`src/design/qnsfd_pkg.sv`:
```
// Package for the quoted-name / decimal-size record deframer.
// Holds the parse modes, result kinds, character codes and field widths.
// No dependencies.
package qnsfd_pkg;

  localparam int SizeBitsDef = 40;
  localparam int FileSizeW   = 40;
  localparam int KindW       = 3;
  localparam int ByteW       = 8;

  localparam logic [ByteW-1:0] ChQuote = 8'h22;
  localparam logic [ByteW-1:0] ChB     = 8'h62;
  localparam logic [ByteW-1:0] ChZero  = 8'h30;
  localparam logic [ByteW-1:0] ChNine  = 8'h39;

  typedef enum logic [2:0] {
    MODE_OPEN  = 3'd0,
    MODE_NAME  = 3'd1,
    MODE_SIZE0 = 3'd2,
    MODE_SIZEN = 3'd3,
    MODE_DATA  = 3'd4,
    MODE_ERR   = 3'd5
  } mode_e;

  typedef enum logic [KindW-1:0] {
    KIND_DELIM = 3'd0,
    KIND_NAME  = 3'd1,
    KIND_DIGIT = 3'd2,
    KIND_HDR   = 3'd3,
    KIND_DATA  = 3'd4,
    KIND_ERR   = 3'd5
  } kind_e;

endpackage

```
`src/design/quoted_name_size_file_deframer_top.sv`:
```
// Quoted-name / decimal-size record deframer, top level.
// The result of an input transfer is registered and shows on the master side in the next cycle.
// Throughput: one byte per cycle while the master side is ready; each byte needs one mode update and one
// ten-times accumulate, both done before the result register.
// Reset (rst_ni low, asynchronous): expect an opening quote, size and count
// cleared, no result pending. Depends on qnsfd_pkg.
module quoted_name_size_file_deframer_top #(
  parameter int SIZE_BITS = qnsfd_pkg::SizeBitsDef
) (
  input  logic                                   clk_i,
  input  logic                                   rst_ni,
  input  logic                                   s_axis_tvalid,
  output logic                                   s_axis_tready,
  // [7:0] data_byte
  input  logic [qnsfd_pkg::ByteW-1:0]            s_axis_tdata,
  output logic                                   m_axis_tvalid,
  input  logic                                   m_axis_tready,
  // [7:0] out_byte, [47:8] file_size
  output logic [qnsfd_pkg::ByteW+qnsfd_pkg::FileSizeW-1:0] m_axis_tdata,
  // [2:0] kind
  output logic [qnsfd_pkg::KindW-1:0]            m_axis_tuser,
  // file_end
  output logic                                   m_axis_tlast
);
  import qnsfd_pkg::*;

  localparam int WideW = SIZE_BITS + 4;
  localparam int ExtW  = (SIZE_BITS > FileSizeW) ? SIZE_BITS : FileSizeW;

  // Parser state
  mode_e                mode_q, mode_d;
  logic [SIZE_BITS-1:0] size_accum_q, size_accum_d;
  logic [SIZE_BITS-1:0] bytes_left_q, bytes_left_d;

  // Result register
  logic                 out_valid_q;
  kind_e                kind_q, kind_d;
  logic [ByteW-1:0]     obyte_q, obyte_d;
  logic [FileSizeW-1:0] fsize_q, fsize_d;
  logic                 fend_q, fend_d;

  logic                 accept;
  logic                 is_digit;
  logic [WideW-1:0]     acc_wide;
  logic [WideW-1:0]     acc_next;
  logic                 overflow;
  logic [ExtW-1:0]      acc_ext;

  // Accept whenever the result register is empty or being drained this cycle
  assign s_axis_tready = !out_valid_q || m_axis_tready;
  assign accept        = s_axis_tvalid && s_axis_tready;

  assign is_digit = s_axis_tdata inside {[ChZero:ChNine]};

  // size * 10 + digit, as two shifts and an add; overflow shows in the top bits
  assign acc_wide = WideW'(size_accum_q);
  assign acc_next = (acc_wide << 3) + (acc_wide << 1) + WideW'(s_axis_tdata[3:0]);
  assign overflow = |acc_next[WideW-1:SIZE_BITS];

  // file_size carries the low bits of the parsed size
  assign acc_ext = ExtW'(size_accum_q);

  // Next state of the parser
  always_comb begin
    mode_d       = mode_q;
    size_accum_d = size_accum_q;
    bytes_left_d = bytes_left_q;
    case (mode_q)
      MODE_OPEN: begin
        mode_d = (s_axis_tdata == ChQuote) ? MODE_NAME : MODE_ERR;
      end
      MODE_NAME: begin
        if (s_axis_tdata == ChQuote) begin
          size_accum_d = '0;
          mode_d       = MODE_SIZE0;
        end
      end
      MODE_SIZE0, MODE_SIZEN: begin
        if (is_digit) begin
          if (overflow) begin
            mode_d = MODE_ERR;
          end else begin
            size_accum_d = acc_next[SIZE_BITS-1:0];
            mode_d       = MODE_SIZEN;
          end
        end else if (s_axis_tdata == ChB && mode_q == MODE_SIZEN) begin
          if (size_accum_q == '0) begin
            mode_d = MODE_OPEN;
          end else begin
            bytes_left_d = size_accum_q;
            mode_d       = MODE_DATA;
          end
        end else begin
          mode_d = MODE_ERR;
        end
      end
      MODE_DATA: begin
        // Last payload byte when one or fewer remain
        if (bytes_left_q <= SIZE_BITS'(1)) begin
          bytes_left_d = '0;
          mode_d       = MODE_OPEN;
        end else begin
          bytes_left_d = bytes_left_q - SIZE_BITS'(1);
        end
      end
      default: begin
        mode_d = MODE_ERR;
      end
    endcase
  end

  // Classification of the current byte
  always_comb begin
    kind_d  = KIND_ERR;
    obyte_d = '0;
    fsize_d = '0;
    fend_d  = 1'b0;
    case (mode_q)
      MODE_OPEN: begin
        if (s_axis_tdata == ChQuote) begin
          kind_d = KIND_DELIM;
        end
      end
      MODE_NAME: begin
        if (s_axis_tdata == ChQuote) begin
          kind_d = KIND_DELIM;
        end else begin
          kind_d  = KIND_NAME;
          obyte_d = s_axis_tdata;
        end
      end
      MODE_SIZE0, MODE_SIZEN: begin
        if (is_digit) begin
          if (!overflow) begin
            kind_d  = KIND_DIGIT;
            obyte_d = s_axis_tdata;
          end
        end else if (s_axis_tdata == ChB && mode_q == MODE_SIZEN) begin
          kind_d  = KIND_HDR;
          fsize_d = acc_ext[FileSizeW-1:0];
          fend_d  = (size_accum_q == '0);
        end
      end
      MODE_DATA: begin
        kind_d  = KIND_DATA;
        obyte_d = s_axis_tdata;
        fend_d  = (bytes_left_q <= SIZE_BITS'(1));
      end
      default: begin
        kind_d = KIND_ERR;
      end
    endcase
  end

  // Control state: advance on each input transfer; the valid flag also clears when the result is drained
  always_ff @(posedge clk_i or negedge rst_ni) begin
    if (!rst_ni) begin
      mode_q       <= MODE_OPEN;
      size_accum_q <= '0;
      bytes_left_q <= '0;
      out_valid_q  <= 1'b0;
    end else begin
      if (accept) begin
        mode_q       <= mode_d;
        size_accum_q <= size_accum_d;
        bytes_left_q <= bytes_left_d;
      end
      if (accept) begin
        out_valid_q <= 1'b1;
      end else if (m_axis_tready) begin
        out_valid_q <= 1'b0;
      end
    end
  end

  // Result payload: load on transfer, hold otherwise
  always_ff @(posedge clk_i) begin
    if (accept) begin
      kind_q  <= kind_d;
      obyte_q <= obyte_d;
      fsize_q <= fsize_d;
      fend_q  <= fend_d;
    end
  end

  assign m_axis_tvalid = out_valid_q;
  assign m_axis_tdata  = {fsize_q, obyte_q};
  assign m_axis_tuser  = kind_q;
  assign m_axis_tlast  = fend_q;

`ifndef SYNTHESIS
  // The error state is sticky
  a_err_sticky: assert property (@(posedge clk_i) disable iff (!rst_ni)
    mode_q == MODE_ERR |=> mode_q == MODE_ERR)
    else $error("error state left without reset");

  // A payload count only exists while payload is being passed
  a_left_idle: assert property (@(posedge clk_i) disable iff (!rst_ni)
    mode_q != MODE_DATA |-> bytes_left_q == '0)
    else $error("bytes left outside payload");

  // End of file only on a header or payload byte
  a_end_kind: assert property (@(posedge clk_i) disable iff (!rst_ni)
    m_axis_tvalid && m_axis_tlast |->
      (m_axis_tuser == KIND_HDR || m_axis_tuser == KIND_DATA))
    else $error("file end on wrong kind");

  // An empty file reports a zero size
  a_empty_size: assert property (@(posedge clk_i) disable iff (!rst_ni)
    m_axis_tvalid && m_axis_tlast && m_axis_tuser == KIND_HDR |->
      m_axis_tdata[ByteW+FileSizeW-1:ByteW] == '0)
    else $error("empty file with nonzero size");
`endif

endmodule
```
`config.mk`:
```
export PLATFORM = sky130hd
export DESIGN_NAME = quoted_name_size_file_deframer_top
export DESIGN_NICKNAME = d
export VERILOG_FILES = /design/src/design/qnsfd_pkg.sv /design/src/design/quoted_name_size_file_deframer_top.sv
export SDC_FILE = /design/constraint.sdc
export NUM_CORES = 1
export LEC_CHECK = 0
export BUFFER_PORTS_ARGS = -buffer_cell sky130_fd_sc_hd__buf_2
export CAP_MARGIN = 40
export CORE_MARGIN = 4
export CORE_UTILIZATION = 60
export DETAILED_ROUTE_END_ITERATION = 12
export PLACE_DENSITY = 0.79
export SYNTH_ARGS = -nofsm -noshare
export SYNTH_HDL_FRONTEND = slang
export SYNTH_SLANG_ARGS = --single-unit
```
`constraint.sdc`:
```
create_clock -name clk_i -period 10.7 [get_ports clk_i]
set_clock_uncertainty 0.2 [all_clocks]
set_input_delay 1.07 -clock clk_i [delete_from_list [all_inputs] [get_ports clk_i]]
set_output_delay 1.07 -clock clk_i [all_outputs]
set_load 0.005 [all_outputs]
```
==> results.tsv <==
stage	metric	value	unit
critical_path	Crit-path slowest cell	a2111oi_0	
die	die footprint	0.0179	sq mm
clocking	Root Buffer	clkbuf_16	
detailed_routing	DR vias/cell	6.54	
power_and_ir_drop	static leakage	4.66	nW
timing	Min Clock Period, post-route	5.35	ns
detailed_routing	DRC viols	0	
place	Place WS	4.99	ns
critical_path	crit-path max cell delay	0.81	ns
clocking	TritonCTS Buffers	17	
place	Post-DP HPWL	17.9	mm
place	I/O Buffers	65	
final_layout	diode count	0	
clocking	# Post-CTS Setup Buffers	0	
yosys	cell taking the most area after synthesis	dfrtp_1	
detailed_routing	TritonRoute pass-1 iters	6	
clocking	number of gates resized after cts	0	
final_layout	Final #Nets	1173	
power_and_ir_drop	Peak VDD IR	0.119	mV
die	Die H	134	microns
grt	initial antenna violation count	0	
hold_path	HP Class	flip-flop to flip-flop	
timing	slew of the pin with the lowest slew margin	0.871	ns
critical_path	CP top delay family	compound AO/OA/AOI/OAI gates	
yosys	mapped cell area	0.00947	sq mm
detailed_routing	DRT antenna net count	0	
timing	Finish-stage setup viols	0	
timing	fin crit share	50.0	%
yosys	Net Count, Synth	1135	
timing	final hold vios	0	
clocking	Skew-Pair Late Insertion Delay	0.43	ns
critical_path	CP Launch Type	primary input	
clocking	Hold Buf Count CTS	0	
yosys	yosys warns	0	
yosys	Post-synth top cells	a21oi_1, nor2_1, dfrtp_1, ha_1, nand2_1	
timing	FMAX	0.187	GHz
grt	largest net degree at the start of global routing	69	
critical_path	Levels on crit path	15	
clocking	CTS tree	yes	
critical_path	R2R depth	12	
detailed_routing	routed vias	8519	
critical_path	critical-path cell list	buf_2, inv_1, fa_1, inv_1, ha_1, a211oi_1, o211ai_1, a211oi_1, nor3_1, nor4_1, o211ai_1, a2111oi_0, o21ai_4, buf_4, mux2_1	
power_and_ir_drop	Pwr Total	0.00152	W
grt	vias in the first global route	8032	
critical_path	Worst EP arrival	5.46	ns
die	Initial Util	61.9	%
detailed_routing	Post-Route WL	25.4	mm
clocking	Max Buffers Root-to-Sink	2	
yosys	Avg Cell Area, Syn	9.11	sq um
yosys	Async SR Flop Fraction	61.8	%
yosys	most common cell in the netlist	a21oi_1	
place	routability congestion estimate	0.941	
die	site row count	45	
critical_path	Buf/Inv on CP	4	
yosys	Main synth FF type	dfrtp_1	
critical_path	Crit. End Element	flip-flop	
yosys	Post-synth EDFFs	52	
clocking	H-tree Lvls	4	
die	IO Pins	66	
grt	first-pass GRT wire length	40.5	mm
critical_path	CP Launch Point	s_axis_tdata[3]	
critical_path	Critical path destination	acc_ext[3]$_DFFE_PN0P_	
die	Die X	134	microns
yosys	post-synthesis sequential area ratio	38.7	%
critical_path	Worst EP required	10.81	ns
timing	setup ws final	5.35	ns
timing	Slew headroom	40.5	%
critical_path	Max FO, Critical Path	25	
final_layout	share of cells above drive strength 1	13.1	%
timing	setup TNS	0	ns
detailed_routing	drt wl/cell	19.5	microns
job	Max Cap Viol	0	
critical_path	RR Endpoint	acc_ext[3]$_DFFE_PN0P_	
yosys	Yosys cell types	69	
die	Core Area	0.0153	sq mm
clocking	clk sinks	136	
critical_path	worst r2r src	acc_ext[28]$_DFFE_PN0P_	
grt	gr ovfl total	0	
power_and_ir_drop	Power Density	145	mW/mm^2
clocking	Clock transition at path regs	0.06	ns
grt	GRT Resource Usage Total	28.3	%
yosys	Mapped Cells	1040	
outcome	status	finished clean	
yosys	Synth top area share	22.2	%
timing	RSZ-0062 raised after global routing	false	
critical_path	crit path kind	primary input to flip-flop	
yosys	top post-synthesis cells by area	dfrtp_1, edfxtp_1, ha_1	
timing	max-slew violations	0	
final_layout	Area Overhead vs Synth	11.0	%
timing	minimum hold slack	0.290	ns
critical_path	Worst R2R Setup Slack	5.59	ns
yosys	flops & latches, synth	136	
detailed_routing	DR iter-0 viols	752	
power breakdown:
part	switching, W	leakage (nW)	internal [W]
combinational	0.000148	2.80	0.0000987
clock	0.000231	0.265	0.000349
sequential	0.0000732	1.60	0.000624
total	0.000453	4.66	0.00107
layout make-up:
type	count	area, sq um
multi-input cells	820	5470
fillers	1242	4800
flip-flops and latches	136	3660
clock buffers	21	450
repair buffers	76	443
well taps	211	264
clock inverters	11	124
inverters	27	101
how the worst min path moves through the flow:
stage | from | to | slack [ns] | cells past startpoint
5_1_grt | rst_ni | bytes_left_q[14]$_DFFE_PN0P_ | 0.33 | 1
6_report | bytes_left_q[30]$_DFFE_PN0P_ | bytes_left_q[30]$_DFFE_PN0P_ | 0.29 | 2
2_1_floorplan | bytes_left_q[30]$_DFFE_PN0P_ | bytes_left_q[30]$_DFFE_PN0P_ | 0.25 | 2
3_5_place_dp | bytes_left_q[30]$_DFFE_PN0P_ | bytes_left_q[30]$_DFFE_PN0P_ | 0.28 | 2
4_1_cts | bytes_left_q[30]$_DFFE_PN0P_ | bytes_left_q[30]$_DFFE_PN0P_ | 0.29 | 2
3_3_place_gp | bytes_left_q[39]$_DFFE_PN0P_ | bytes_left_q[39]$_DFFE_PN0P_ | 0.27 | 2
kinds of logic after synthesis:
group / after synthesis / synth area share (%)
AOI/OAI and AO/OA: 312 / 19.8
xor gates and xnor gates: 30 / 2.77
adders and majority gates: 83 / 11.1
buffers and inverters: 84 / 3.76
DFF: 136 / 38.7
muxes: 44 / 5.11
and+or+nand+nor: 351 / 18.7
metal layers:
| metal | GRT usage, % | part of all wire, % | vias up |
|---|---|---|---|
| li1 | - | - | 3948 |
| met1 | 36.7 | 42 | 4133 |
| met2 | 46.4 | 47 | 356 |
| met3 | 6.27 | 7.1 | 82 |
| met4 | 11.3 | 3.5 | 0 |
| met5 | 0 | 0 | - |
flip-flops by register name, indices dropped and copies added, names as in the netlist:
name	count
obyte_q	8
acc_ext	40
m_axis_tlast	1
fsize_q	40
m_axis_tuser	3
m_axis_tvalid	1
bytes_left_q	40
mode_q	3
metrics by stage:
step / std cells / area, sq um / util (%)
detailed placement: 1270 / 9940 / 64.9
global placement: 1267 / 9880 / 64.5
global route: 1302 / 10500 / 68.7
finish: 1302 / 10500 / 68.7
CTS: 1302 / 10500 / 68.7
floorplan: 1040 / 9470 / -
worst register-to-register path, cell delays in order (launching register included):
cell and delay (ns):
dfrtp_1 0.50, ha_1 0.35, ha_1 0.40, a21oi_1 0.36, a21boi_0 0.15, a311oi_1 0.43, o22ai_1 0.18, nor4_1 0.38
o211ai_1 0.16, a2111oi_0 0.81, o21ai_4 0.32, buf_4 0.38, mux2_1 0.37
placed cells by master, fill, tap and decap left out, types with 13 or more instances in the layout:
cell type,Yosys,routed
a32oi_1,17,17
ha_1,81,81
xor2_1,13,13
nand3_1,15,15
nor4_1,22,22
a21oi_1,93,93
dfrtp_1,84,84
o21ai_1,57,56
inv_1,27,26
and2_1,44,44
nand2_1,80,79
nor3_1,33,33
clkbuf_16,0,17
nand4_1,14,14
edfxtp_1,52,52
o21ai_0,52,52
nor2_1,85,85
mux2_2,24,24
xnor2_1,17,17
buf_2,6,64
(Power assumes the default switching activity.)
